===== src/hdl/ltcr_pkg.sv =====
package ltcr_pkg;

    // Input command codes
    localparam logic [1:0] CMD_LEVEL = 2'd0;
    localparam logic [1:0] CMD_TICK  = 2'd1;
    localparam logic [1:0] CMD_SYNC  = 2'd2;

    // Configuration register indexes
    localparam logic REG_WINDOW_TICKS = 1'b0;
    localparam logic REG_NUM_SYMBOL   = 1'b1;

    localparam int CFG_DATA_W   = 16;
    localparam int TIMER_W      = 16;
    localparam int VALUE_W      = 8;

    localparam logic [TIMER_W-1:0] WINDOW_TICKS_RESET = 16'd1000;

    typedef struct packed {
        logic [1:0] command;
        logic       num_level;
        logic       caps_level;
        logic       tx_busy;
    } in_item_t;

endpackage


===== src/hdl/lock_toggle_command_receiver_unit.sv =====
// Lock-toggle command receiver.
//
// Input channel (in_valid/in_ready) carries one item per transfer: a level
// update, a timer tick or a level sync, with the current num and caps lock
// levels and the transmitter busy flag. Two toggles of one lock shift one bit
// into the command word, MSB first. Output channel (out_valid/out_ready)
// returns exactly one result per item: word_ready with word_value when the
// item completed the word (once per window), and the window state.
//
// An input transfer loads the input register, then the decode step writes
// the result register, which drives out_valid. One item is taken every
// cycle unless the result register stalls; the decode state update sets
// that rate. A full result register stalls the decode step, and the input
// register then holds its item; in_ready drops only when both are occupied.
//
// Reset clears the decode state, empties both stages and loads the
// configuration defaults (window of 1000 ticks, num pair encodes 0).
// Configuration writes on cfg_write take effect on the next item; a window
// already open keeps the length it was opened with.
module lock_toggle_command_receiver_unit
    import ltcr_pkg::*;
#(
    parameter int WORD_BITS = 8
)
(
    input  logic                  clk,
    input  logic                  rst_n,
    input  logic                  cfg_write,
    input  logic                  cfg_index,
    input  logic [CFG_DATA_W-1:0] cfg_data,
    input  logic                  in_valid,
    output logic                  in_ready,
    input  logic [1:0]            command,
    input  logic                  num_level,
    input  logic                  caps_level,
    input  logic                  tx_busy,
    output logic                  out_valid,
    input  logic                  out_ready,
    output logic                  word_ready,
    output logic [VALUE_W-1:0]    word_value,
    output logic                  window_open
);

    localparam int BT_W = $clog2(WORD_BITS + 1);
    localparam logic [BT_W-1:0] FULL_COUNT = BT_W'(WORD_BITS);

    // Configuration
    logic [TIMER_W-1:0]   window_ticks_reg;
    logic                 num_symbol_reg;

    // Input stage
    logic                 in_valid_reg;
    in_item_t             item_reg;
    logic                 advance;

    // Decode state
    logic                 last_num_reg, last_num_next;
    logic                 last_caps_reg, last_caps_next;
    logic                 in_window_reg, in_window_next;
    logic [TIMER_W-1:0]   timer_reg, timer_next;
    logic                 num_half_reg, num_half_next;
    logic                 caps_half_reg, caps_half_next;
    logic [BT_W-1:0]      bits_taken_reg, bits_taken_next;
    logic [WORD_BITS-1:0] shift_word_reg, shift_word_next;
    logic                 still_valid_reg, still_valid_next;
    logic                 reported_reg, reported_next;

    // Result stage
    logic                 out_valid_reg;
    logic                 word_ready_reg, word_ready_next;
    logic [VALUE_W-1:0]   word_value_reg, word_value_next;
    logic                 window_open_reg;

    logic                 num_chg;
    logic                 caps_chg;
    logic [WORD_BITS+VALUE_W-1:0] word_ext;

    assign advance  = in_valid_reg && (!out_valid_reg || out_ready);
    assign in_ready = !in_valid_reg || advance;

    assign num_chg  = item_reg.num_level != last_num_reg;
    assign caps_chg = item_reg.caps_level != last_caps_reg;
    assign word_ext = {{VALUE_W{1'b0}}, shift_word_next};

    always_ff @(posedge clk or negedge rst_n)
    begin
        if (!rst_n)
        begin
            window_ticks_reg <= WINDOW_TICKS_RESET;
            num_symbol_reg   <= 1'b0;
        end
        else if (cfg_write)
        begin
            unique case (cfg_index)
                REG_WINDOW_TICKS: window_ticks_reg <= cfg_data[TIMER_W-1:0];
                REG_NUM_SYMBOL:   num_symbol_reg   <= cfg_data[0];
                default: ;
            endcase
        end
    end

    // Input register
    always_ff @(posedge clk or negedge rst_n)
    begin
        if (!rst_n)
            in_valid_reg <= 1'b0;
        else if (in_ready)
            in_valid_reg <= in_valid;
    end

    always_ff @(posedge clk)
    begin
        if (in_valid && in_ready)
            item_reg <= '{command, num_level, caps_level, tx_busy};
    end

    // Decode step
    always_comb
    begin
        last_num_next    = last_num_reg;
        last_caps_next   = last_caps_reg;
        in_window_next   = in_window_reg;
        timer_next       = timer_reg;
        num_half_next    = num_half_reg;
        caps_half_next   = caps_half_reg;
        bits_taken_next  = bits_taken_reg;
        shift_word_next  = shift_word_reg;
        still_valid_next = still_valid_reg;
        reported_next    = reported_reg;
        word_ready_next  = 1'b0;

        unique case (item_reg.command)
            CMD_LEVEL:
            begin
                if (!item_reg.tx_busy && (num_chg || caps_chg))
                begin
                    if (!in_window_reg)
                    begin
                        in_window_next = 1'b1;
                        timer_next     = window_ticks_reg;
                    end
                    if (still_valid_reg)
                    begin
                        if (num_chg)
                        begin
                            if (!caps_chg && !caps_half_reg && bits_taken_reg < FULL_COUNT)
                            begin
                                // second toggle of a pair completes the bit
                                if (num_half_reg)
                                begin
                                    shift_word_next = (shift_word_reg << 1)
                                                    | WORD_BITS'(num_symbol_reg);
                                    bits_taken_next = bits_taken_reg + 1'b1;
                                    num_half_next   = 1'b0;
                                end
                                else
                                    num_half_next = 1'b1;
                            end
                            else
                                still_valid_next = 1'b0;
                        end
                        if (caps_chg)
                        begin
                            if (!num_chg && !num_half_reg && bits_taken_reg < FULL_COUNT)
                            begin
                                if (caps_half_reg)
                                begin
                                    shift_word_next = (shift_word_reg << 1)
                                                    | {{(WORD_BITS-1){1'b0}},
                                                       ~num_symbol_reg};
                                    bits_taken_next = bits_taken_reg + 1'b1;
                                    caps_half_next  = 1'b0;
                                end
                                else
                                    caps_half_next = 1'b1;
                            end
                            else
                                still_valid_next = 1'b0;
                        end
                    end
                    // full word: report once, cancel any further toggles
                    if (bits_taken_next == FULL_COUNT)
                    begin
                        if (!reported_reg)
                        begin
                            word_ready_next = 1'b1;
                            reported_next   = 1'b1;
                        end
                        still_valid_next = 1'b0;
                    end
                end
                last_num_next  = item_reg.num_level;
                last_caps_next = item_reg.caps_level;
            end
            CMD_TICK:
            begin
                if (in_window_reg)
                begin
                    if (timer_reg <= TIMER_W'(1))
                    begin
                        // close the window and drop the partial word
                        in_window_next   = 1'b0;
                        timer_next       = '0;
                        num_half_next    = 1'b0;
                        caps_half_next   = 1'b0;
                        bits_taken_next  = '0;
                        shift_word_next  = '0;
                        still_valid_next = 1'b1;
                        reported_next    = 1'b0;
                    end
                    else
                        timer_next = timer_reg - 1'b1;
                end
            end
            CMD_SYNC:
            begin
                last_num_next  = item_reg.num_level;
                last_caps_next = item_reg.caps_level;
            end
            default: ;
        endcase

        word_value_next = word_ready_next ? word_ext[VALUE_W-1:0] : '0;
    end

    always_ff @(posedge clk or negedge rst_n)
    begin
        if (!rst_n)
        begin
            last_num_reg    <= 1'b0;
            last_caps_reg   <= 1'b0;
            in_window_reg   <= 1'b0;
            timer_reg       <= '0;
            num_half_reg    <= 1'b0;
            caps_half_reg   <= 1'b0;
            bits_taken_reg  <= '0;
            shift_word_reg  <= '0;
            still_valid_reg <= 1'b1;
            reported_reg    <= 1'b0;
        end
        else if (advance)
        begin
            last_num_reg    <= last_num_next;
            last_caps_reg   <= last_caps_next;
            in_window_reg   <= in_window_next;
            timer_reg       <= timer_next;
            num_half_reg    <= num_half_next;
            caps_half_reg   <= caps_half_next;
            bits_taken_reg  <= bits_taken_next;
            shift_word_reg  <= shift_word_next;
            still_valid_reg <= still_valid_next;
            reported_reg    <= reported_next;
        end
    end

    // Result register
    always_ff @(posedge clk or negedge rst_n)
    begin
        if (!rst_n)
            out_valid_reg <= 1'b0;
        else if (advance)
            out_valid_reg <= 1'b1;
        else if (out_ready)
            out_valid_reg <= 1'b0;
    end

    always_ff @(posedge clk)
    begin
        if (advance)
        begin
            word_ready_reg  <= word_ready_next;
            word_value_reg  <= word_value_next;
            window_open_reg <= in_window_next;
        end
    end

    assign out_valid   = out_valid_reg;
    assign word_ready  = word_ready_reg;
    assign word_value  = word_value_reg;
    assign window_open = window_open_reg;

endmodule

===== config.mk =====
export PLATFORM = sky130hd
export DESIGN_NAME = lock_toggle_command_receiver_unit
export DESIGN_NICKNAME = d
export VERILOG_FILES = /design/src/hdl/ltcr_pkg.sv /design/src/hdl/lock_toggle_command_receiver_unit.sv
export SDC_FILE = /design/constraint.sdc
export NUM_CORES = 1
export LEC_CHECK = 0
export ABC_AREA = 1
export BUFFER_PORTS_ARGS = -buffer_cell sky130_fd_sc_hd__clkbuf_2
export CAP_MARGIN = 15
export CORE_MARGIN = 3
export CORE_UTILIZATION = 63
export DETAILED_ROUTE_END_ITERATION = 6
export GPL_TIMING_DRIVEN = 0
export PLACE_DENSITY_LB_ADDON = 0.12
export SETUP_SLACK_MARGIN = 0.02
export SLEW_MARGIN = 10
export SYNTH_ARGS = -nofsm -noshare
export SYNTH_HDL_FRONTEND = slang
export SYNTH_SLANG_ARGS = --single-unit

===== constraint.sdc =====
create_clock -name clk -period 4.1 [get_ports clk]
set_input_delay 0.82 -clock clk [delete_from_list [all_inputs] [get_ports clk]]
set_output_delay 0.82 -clock clk [all_outputs]
set_load 0.05 [all_outputs]

==> results of run 1 <==
[worst paths after layout]
kind,start,end,slack [ps],cells after the start
worst max-delay path,out_ready,in_ready,1920,4
worst min-delay path,window_ticks_reg[7],window_ticks_reg[7],500,2
worst max register to register,timer_reg[0],word_value[1],2020,10
worst min register to register,window_ticks_reg[7],window_ticks_reg[7],500,2
max in group asynchronous,rst_n,shift_word_reg[0],3050,1
min in group asynchronous,rst_n,timer_reg[3],530,1
[per-stage QoR]
step                area [µm²]  util, %  power, mW  instances  setup WS, ps
finish                    4110     76.9       2.43        531          1920
global route              4110     76.9       2.60        531          1880
CTS                       4110     76.9       2.44        531          1930
detailed placement        3910     73.2       1.87        515          1750
global placement          3900     73.1       1.82        515          1730
floorplan                 3620        -       1.67        407          1960
[power by group]
group	internal [mW]	switching (mW)
sequential	0.904	0.166
combinational	0.287	0.509
clock	0.286	0.277
[cell type report]
class | instances | share of cell area (%)
Tap cell | 70 | 2.13
Clock buffer | 10 | 3.11
Clock inverter | 6 | 1.77
Buffer | 9 | 1.40
Multi-Input combinational cell | 279 | 38.2
Timing Repair Buffer | 38 | 4.69
Inverter | 50 | 4.63
Sequential cell | 69 | 44.1
[kinds of logic after synthesis]
| family | after synthesis |
|---|---|
| AOI/OAI and AO/OA | 80 |
| xor gates and xnor gates | 8 |
| adders and majority gates | 3 |
| buffers and inverters | 59 |
| DFF | 69 |
| muxes | 12 |
| and+or+nand+nor | 176 |
[placed cells by master, fill, tap and decap left out, types with 15 or more instances in the layout]
cell and instances:
a21oi_1 19, edfxtp_1 15, nor2_1 29, dfrtp_1 47, o21ai_0 21, nand2_1 86, clkbuf_2 37, nand3_1 15
o21ai_1 17, inv_1 39
[layer usage]
| layer | up-vias | track usage [%] | wire, µm |
|---|---|---|---|
| li1 | 1433 | - | - |
| met1 | 1369 | 33.9 | 3380 |
| met2 | 63 | 40.2 | 3530 |
| met3 | 16 | 6.80 | 433 |
| met4 | 0 | 9.80 | 162 |
| met5 | - | 0 | 0 |
[worst max-delay path: stages]
cell	delay, ps
clkbuf_2	80
inv_1	90
nand3_1	110
clkbuf_2	260
==> results.md, run 1 <==
- The run finished with clean final reports.
- The number of nets in the synthesized netlist is between 400 and 500.
- The post-detailed-route wirelength per cell is around 14 µm.
- STA classifies the critical path startpoint as an input port.
- The number of hold violations in the final report was 0.
- The I/O pin total is 39.
- For the worst-skew pair, the clock arrives at the later sink with an insertion delay of roughly 360 ps.
- The global-route usage over all layers is approximately 26%.
- By area, the combinational part of the netlist is dominated by simple AND/OR/NAND/NOR gates.
- The die is roughly 82 µm tall.
- The critical path endpoint category is an output pin.
- The worst path needs 2180 ps of the cycle, external delays included.
- After clock tree synthesis, the clock-pin slew on the worst setup and hold paths is about 70 ps.
- The worst slew margin relative to its limit is 40.0%.
- The count of input and output buffers is 38.
- Max-cap violations in this run came to 0.
- The part of the Yosys area used for sequential elements is 49.9%.
- Clock tree synthesis selected as its root buffer the cell clkbuf_8.
- The number of vias after detailed routing is 2881.
- Counting flops with an async set or reset pin after synthesis yields a share of between 70% and 80%.
- The synthesized design contains 69 register bits.
- Across the VDD grid, the largest voltage drop is 475 µV.
- The area growth from synthesis to layout is 13.3%.
- The dominant synthesized flop cell is dfrtp_1.
- The number of library cell types mapped by synthesis is 43.
- Clock skew on the completed layout was measured at between 9 and 10 ps.
- The critical path is of the in2out type.
- The cell count after synthesis is 407.
- The DRC violation count after routing is 0.
- The most instantiated library cell after synthesis is nand2_1.
- TritonCTS built the clock tree.
- Once the clock tree was built, the resizer swapped 0 gates to a different size.
- The max-slew violation count is 0.
- Based on the critical path, the design can be clocked at up to ~460 MHz.
- The residual antenna-violating net count after detailed routing is 0.
- Of the available clock period, the critical path in the final layout requires between 50% and 60%.
- Dividing the detail-routed via count by the number of cells gives 5.43.
- The class of the tightest hold or removal check is reg2reg.
- Entering global routing, the biggest net connects 55 pins.
- Summed over all instances, the cell type with the most area after synthesis is dfrtp_1.
- The multi-input combinational cell area is about 0.0016 mm².
- At the end of the flow, the number of nets in the layout was approximately 500.
- Registers take 0.00181 mm².
- Summed over all layers, the routed wires come to approximately 7.5 mm.
- The share of post-route cells with drive strength above 1 is between 20% and 30%.
- The yosys synthesis warning count is 0.
- The die span in x is between 80 and 90 µm.
- The final weighted congestion in routability-driven placement is ~0.88.
- The fraction of the mapped netlist area in adder cells is 1.04%.
- The number of enable flip-flop cells after synthesis is 15.
- Of the total synthesized cell area, the portion taken by XOR and XNOR cells is 1.93%.
- Dividing total power by cell area gives a power density of 592 mW/mm².
- Global routing finished with a remaining overflow of 0.
- The area of the mapped netlist is 0.00362 mm².
- The analysis attributes to cell leakage a power of between 1.5 and 2 nW.
- The transition time at the pin with the least slew margin is ~900 ps.
- The number of setup violations in the final report is 0.
- After the first detailed-routing iteration, the DRC count stood at 201.
- The area share of the largest cell type after synthesis is 32.4%.
- The number of buffers added by the clock tree synthesis step is 9.
- The aggregate negative setup slack is 0 ps.
- The antenna diode count is 0.
- The wire-length estimate of the detail-placed layout is approximately 5.4 mm.
- After floorplanning, the core was sized to cover 0.00534 mm².
- The synthesized area divided by synthesized cell count is 8.91 µm².
- The layout filler cell count is ~390.
- The level count of the clock H-tree is 3.
- For this design, the CTS-stage hold fixing added 0 buffers.
- The initial core utilization is between 60% and 70%.
- The via count of the first global-routing pass is around 2900.
- The number of antenna violations at the first check in global routing is 0.
- The die covers ~0.0067 mm².
- The global-route wire length before repair is 12.9 mm.
- Clock tree synthesis found a total of just under 70 sinks.
- For the worst setup path, the data arrival time is between 1000 and 1500 ps.
- The floorplan has 26 rows.
- The buffer levels on the longest clock path is 2.
- For the worst setup path, the data required time is between 3000 and 4000 ps.
- After clock tree synthesis, the setup repair step added 0 buffers.
- The smallest hold slack is between 400 and 500 ps.
- For this run, the detailed router's first-pass iteration total came to 4.
- The synthesized netlist devotes 12.4% of its cell area to compound gates.
- The highest fanout seen on the critical path is 3.
- By area the synthesized netlist is led by dfrtp_1 32%, edfxtp_1 12%, nand2_1 8.9%.
- After Yosys synthesis, and, or, nand and nor cells account for 24.1% of the synthesized area.
- The proportion of synthesized area in mux cells is about 3.7%.
- Setup repair after global routing left no endpoint under its margin.
- By count the netlist is led by 86 x nand2_1, 47 x dfrtp_1, 39 x inv_1.
Note: power is estimated with default switching activity, not from simulation.
==> inputs of run 2 (changes only) <==
--- a/config.mk
+++ b/config.mk
@@ -9,7 +9,7 @@
 export BUFFER_PORTS_ARGS = -buffer_cell sky130_fd_sc_hd__clkbuf_2
 export CAP_MARGIN = 15
 export CORE_MARGIN = 3
-export CORE_UTILIZATION = 63
+export CORE_UTILIZATION = 53
 export DETAILED_ROUTE_END_ITERATION = 6
 export GPL_TIMING_DRIVEN = 0
 export PLACE_DENSITY_LB_ADDON = 0.12
==> constraint.sdc (replaced) <==
create_clock -name clk -period 1.77 [get_ports clk]
set_input_delay 0.354 -clock clk [delete_from_list [all_inputs] [get_ports clk]]
set_output_delay 0.354 -clock clk [all_outputs]
set_load 0.05 [all_outputs]
==> results.md, run 2 (synthesis results as in run 1) <==
- The reg-to-reg critical path endpoint is word_value[1].
- The worst slew margin relative to its limit is approximately 49%.
- Setup violations remaining at the end of the flow were counted as 13.
- For the pin with the worst max-slew slack, the measured transition is 768 ps.
- At the end of routability-driven placement, the weighted congestion stood at ~0.83.
- The initialized floorplan defines 29 standard-cell rows.
- Setup repair after global routing could not meet its margin everywhere.
- The run finished, with violations left.
- The net count of the finished layout is ~520.
- The start-to-end type of the worst setup path is reg2reg.
- The critical path endpoint category is a flip-flop.
- The total power divided by cell area is 1390 mW/mm².
- Traced cell by cell, the critical path runs through inv_2 > nand2_4 > nand2_4 > nand4_4 > nand2_4 > nand2_8 > nand2_2 > nand2_2 > nor2_2 > nand2_2 > nor2_4 > nand2_4 > nor2_2.
- The first TritonRoute pass finished after 4 iterations.
- The final design utilization is between 70% and 80%.
- Based on the critical path, the design can be clocked at up to approximately 530 MHz.
- The cell type with the highest occurrence count on the critical path is nand2_4.
- The setup check on the worst reg-to-reg path leaves a slack of -120 ps.
- For the finished layout, the period the worst path requires is about 1900 ps.
- In this run, the number of DRC markers left after iteration 0 of detailed routing was 166.
- The setup slack after placement is -260 ps.
- Hold is met by 69.8 ps.
- The buffer levels on the longest clock path is 2.
- At the worst endpoint, the arrival time is ~2100 ps.
- The worst path buffer plus inverter count is 1.
- The clock tree from TritonCTS is built.
- The via count of the first global-routing pass was a little under 3000.
- The clock tree root driver cell is clkbuf_8.
- The worst setup path is launched from a flip-flop.
- The global-route wire length before repair is about 14 mm.
- The number of sinks driven by the clock tree is just under 70.
- The most frequent standard cell in the layout excluding fill and tap cells is nand2_1.
- The global-route usage over all layers is between 20% and 30%.
- Among all stages on the critical path, the largest delay is contributed by edfxtp_1.
- The critical path starts at item_reg[2].
- The final critical-path setup slack is -118 ps.
- In the final routed layout, each cell accounts on average for 15.2 µm.
- In this run the number of cells on the critical path is 13.
- The remaining global-route overflow is 0.
- The initial core utilization is 55.8%.
- The clock latency on the worst-skew pair is about 360 ps.
- The count of input and output buffers is 38.
- The part of the cycle the worst path needs is 107%.
- The worst-case IR drop observed on VDD is just over 1000 µV.
- At the worst endpoint, the required time is 2000 ps.
- The post-route netlist has 46.8% of its cells at a drive strength greater than 1.
- The library cells used most frequently in the layout, excluding fill and tap cells, are 62 x nand2_1, 44 x dfrtp_1, 38 x clkbuf_2.
- The completed layout was analyzed and its total power is 6.67 mW.
- The H-tree generated during clock tree synthesis spans 3 levels.
- In this run the standard cell core region covers 0.00649 mm².
- The I/O pin total is 39.
- Clock-pin slew was measured on the worst setup and hold paths at about 80 ps.
- The leakage dissipation is around 2.2 nW.
- The kind of cell with the highest combined delay along the critical path is simple AND/OR/NAND/NOR gates.
- The setup skew after layout is roughly 14 ps.
- The total detailed-routing wirelength is 8.77 mm.
- The floorplan step defined a die boundary enclosing 0.00787 mm².
- The max-slew violation count was 0.
- The pin count of the biggest net entering global routing is 55.
- The number of antenna violations at the first check in global routing is 0.
- The number of vias after detailed routing is about 3100.
- The repair_antennas step left the layout with diodes totalling 0.
- The final reports fail on negative setup slack.
- The detailed-placement wirelength estimate is 5.34 mm.
- The worst register-to-register path begins at item_reg[2].
- The aggregate negative setup slack is -1060 ps.
- The number of max-cap violations is 0.
- The number of clock buffers added by TritonCTS is 9.
- The die span in x is about 89 µm.
- The number of vias per cell is ~5.4.
- Compared with the post-synthesis result, the final layout area differs by 32.3%.
- Of all nets on the critical path, the largest fanout is 5.
- In this run the vertical extent of the chip is between 80 and 90 µm.
- The number of hold violations in the final report was 0.
- The class of the tightest hold or removal check is in2async.
- The residual antenna-violating net count after detailed routing is 0.
- The maximum single-stage delay on the critical path is between 400 and 500 ps.
- The capture point of the critical path is word_value[1].
- The DRC violation count after routing is 0.
- The number of cells on the worst reg-to-reg path is 13.
## run 2: changes by cell type in the layout (fill, tap and decap cells not counted), moves of 6 or more
cell	delta
buf_4	+27
buf_6	+6
inv_1	-8
nand2_1	-24
nand2_2	+17
nand2_4	+6
nor2_1	-14
nor2_4	+10
## run 2: metal layers
layer  GRT usage, %  up-vias  wire length, µm
li1               -     1518                -
met1           27.9     1472             3650
met2           37.6       86             4560
met3           3.91       20              341
met4           9.62        0              212
met5              0        -                0
## run 2: final cells by class
| cell class | count | area (µm²) |
|---|---|---|
| buffer | 9 | 70.1 |
| clock buffer | 10 | 138 |
| clock inverter | 6 | 68.8 |
| fill | 469 | 1700 |
| inverter | 50 | 200 |
| multi-input combinational | 280 | 1900 |
| sequential | 69 | 1810 |
| tap | 77 | 96.3 |
| timing repair buffer | 74 | 512 |
## run 2: how the worst min path moves through the flow
stage                 startpoint                 to  slack (ps)  depth (start not counted)
floorplan                  rst_n  bits_taken_reg[0]          60                          0
global placement    in_valid_reg          out_valid         470                          2
detailed placement  timer_reg[7]       timer_reg[7]         480                          1
CTS                        rst_n  bits_taken_reg[3]         110                          1
global route               rst_n      last_caps_reg         140                          1
finish                     rst_n      last_caps_reg          70                          1
## run 2: stage by stage
step                      std cells  cell area, µm²
after floorplan                 407            3630
after global placement          522            3920
after detailed placement        522            3920
after CTS                       551            4330
after global routing            575            4790
final                           575            4790
## run 2: report_power, final
group          switching (mW)  internal [mW]
registers               0.463           2.10
logic                    1.59           1.17
clock network           0.653          0.699
total                    2.71           3.96
## run 2: repair_timing
item / 4_1_cts / 5_1_grt
resized for setup: 31 / 77
hold buffers: 0 / 0
pin swaps: 6 / 33
gates cloned: 1 / 2
endpoints found under the setup margin: 48 / 40
setup buffers: 12 / 22
==> inputs of run 3 (changes only) <==
==> constraint.sdc (replaced) <==
create_clock -name clk -period 1.77 [get_ports clk]
set_input_delay 0.354 -clock clk [delete_from_list [all_inputs] [get_ports clk]]
set_output_delay 0.354 -clock clk [all_outputs]
set_load 0.01 [all_outputs]
==> results.md, run 3 (synthesis results as in run 1) <==
- In this design, the largest share of critical-path delay is due to simple AND/OR/NAND/NOR gates.
- The total area inside the core boundary comes to approximately 0.0065 mm².
- The global-route wire length before repair is 13.5 mm.
- Across the run, the number of max-cap violations was 0.
- The most frequent standard cell in the layout excluding fill and tap cells is nand2_1.
- The class of the tightest hold or removal check is in2async.
- Buffers inserted during clock tree synthesis total 9.
- Setup repair after global routing could not meet its margin everywhere.
- The global-route usage over all layers is between 20% and 30%.
- The die is 88.7 µm tall.
- The tree is rooted in a clkbuf_8.
- The finished cells cover 0.00477 mm².
- The flow ran to the end, but the final reports show violations.
- For this run, the detailed router's first-pass iteration total came to 5.
- The via count of the first global-routing pass was 3030.
- The data required time at the worst endpoint is approximately 2000 ps.
- TritonCTS built the clock tree.
- The number of hold violations in the final report is 0.
- Counting stages on the worst path, the most repeated cell is nand2_2.
- After the last flow step, the layout net total stands at approximately 520.
- The largest single stage delay on the critical path is about 430 ps.
- After detailed routing, the number of remaining DRC violations is 0.
- The residual antenna-violating net count after detailed routing is 0.
- The wire-length estimate of the detail-placed layout is 5.32 mm.
- After the first detailed-routing iteration, the DRC count stood at roughly 150.
- The I/O pin total is 39.
- The share of post-route cells with drive strength above 1 is between 40% and 50%.
- In this run the horizontal extent of the chip is around 90 µm.
- Along the worst path, the maximum fanout reaches 5.
- The antenna diode count is 0.
- The checks that failed: negative setup slack.
- The number of antenna violations at the first check in global routing is 0.
- The total detailed-routing wirelength is 8.62 mm.
- In this run the power density over the cells is about 1300 mW/mm².
- Entering global routing, the biggest net connects 55 pins.
- For the final database, setup skew stands at 9.68 ps.
- The part of the cycle the worst path needs is 105%.
- The startpoint identified for the worst register-to-register timing path is item_reg[2].
- Clock-pin slew was measured on the worst setup and hold paths at approximately 80 ps.
- The initialized floorplan defines 29 standard-cell rows.
- The worst path arrival time is 2090 ps.
- The number of vias after detailed routing is about 3100.
- The post-detailed-route wirelength per cell is approximately 15 µm.
- The area of the die is approximately 0.008 mm².
- The count of input and output buffers is 38.
- For this run, the top clock speed supported by timing is between 500 and 600 MHz.
- The startpoint kind of the worst setup timing path is a flip-flop.
- The critical path goes through inv_2 > nand2_2 > nand2_4 > nand4_4 > nand2_4 > nand2_8 > nand2_2 > nand2_2 > nor2_2 > nand2_2 > nor2_4 > nand2_4 > nor2_2.
- The clock tree synthesis step divided the H-tree into 3 levels.
- Counting both buffers and inverters, the worst setup path holds a total of 1.
- The post-place instance area is about 0.004 mm².
- The layout filler cell count is between 400 and 500.
- The slowest stage of the critical path is the edfxtp_1 cell.
- The worst setup path is captured at a flip-flop.
- The start-to-end type of the worst setup path is reg2reg.
- The leakage dissipation is approximately 2.2 nW.
- In the layout the commonest cells are 67 x nand2_1, 45 x dfrtp_1, 39 x clkbuf_2.
- After global routing the overflow that remains totals 0.
- For the pin with the worst max-slew slack, the measured transition is ~760 ps.
- Clock tree synthesis found a total of 69 sinks.
- Setup violations remaining at the end of the flow were counted as 11.
- The most critical setup path has its startpoint at item_reg[2].
- Counting I/O delays and the setup requirement, the final critical path takes about 1900 ps.
- The worst pin sits at a relative slew slack of approximately 50%.
- The initial utilization of the core area, before any placement, comes to a little under three fifths.
- The max-slew violation count is 0.
- The worst vdd rail ir drop is just over 900 µV.
- The congestion estimate from routability-driven global placement came to between 0.8 and 0.9.
- The clock latency on the worst-skew pair is roughly 360 ps.
- The final critical-path setup slack is -93.1 ps.
- Relative to the synthesized area, the layout overhead comes to 31.6%.
- Using the TritonRoute via totals, the vias-per-cell ratio works out to about 5.4.
- The final design utilization is 73.5%.
- Counting along the longest clock path gives a buffer depth of 2.
-- run 3: layout make-up --
| type | instances | area, µm² | share of cell area (%) |
|---|---|---|---|
| Multi-Input combinational cell | 280 | 1880 | 39.5 |
| Sequential cell | 69 | 1810 | 38.0 |
| Timing Repair Buffer | 73 | 497 | 10.4 |
| Inverter | 50 | 208 | 4.35 |
| Clock buffer | 9 | 124 | 2.60 |
| Tap cell | 77 | 96.3 | 2.02 |
| Clock inverter | 7 | 75.1 | 1.57 |
| Buffer | 9 | 75.1 | 1.57 |
-- run 3: power by group --
group          internal [mW]  switching, mW
combinational           1.11           1.48
clock                  0.657          0.652
sequential              2.10          0.440
total                   3.86           2.57
-- run 3: repair_timing --
action                                  CTS  global route
hold buffers                              0             0
gates cloned                              1             2
buffers inserted                         15            19
pin swaps                                 4            26
endpoints found under the hold margin     0             0
endpoints found under the setup margin   47            40
resized for setup                        33            74
-- run 3: worst paths after layout --
| check | endpoint | slack [ps] | cells past startpoint |
|---|---|---|---|
| max reg2reg | word_value[5] | -90 | 13 |
| max in group asynchronous | timer_reg[2] | 1130 | 1 |
| min | bits_taken_reg[2] | 60 | 1 |
| min in group clk | item_reg[2] | 170 | 1 |
| min reg2reg | window_ticks_reg[2] | 510 | 1 |
| max | word_value[5] | -90 | 13 |
-- run 3: per-stage QoR --
step	power, mW	setup WS [ps]	hold slack [ps]	cells	TNS [ps]
finish	6.44	-93.1	64.1	574	-640
detailed placement	4.24	-238	486	522	-7140
CTS	5.89	-44.6	119	554	-281
global placement	4.16	-232	473	522	-6790
floorplan	3.80	43.1	58.4	407	0
global route	6.85	-209	142	574	-2370
-- run 3: per-layer routing --
metal,up-vias,wire length (µm),GRT usage [%]
li1,1511,-,-
met1,1487,3720,27.1
met2,59,4450,37.3
met3,21,253,3.54
met4,0,197,10.7
met5,-,0,0
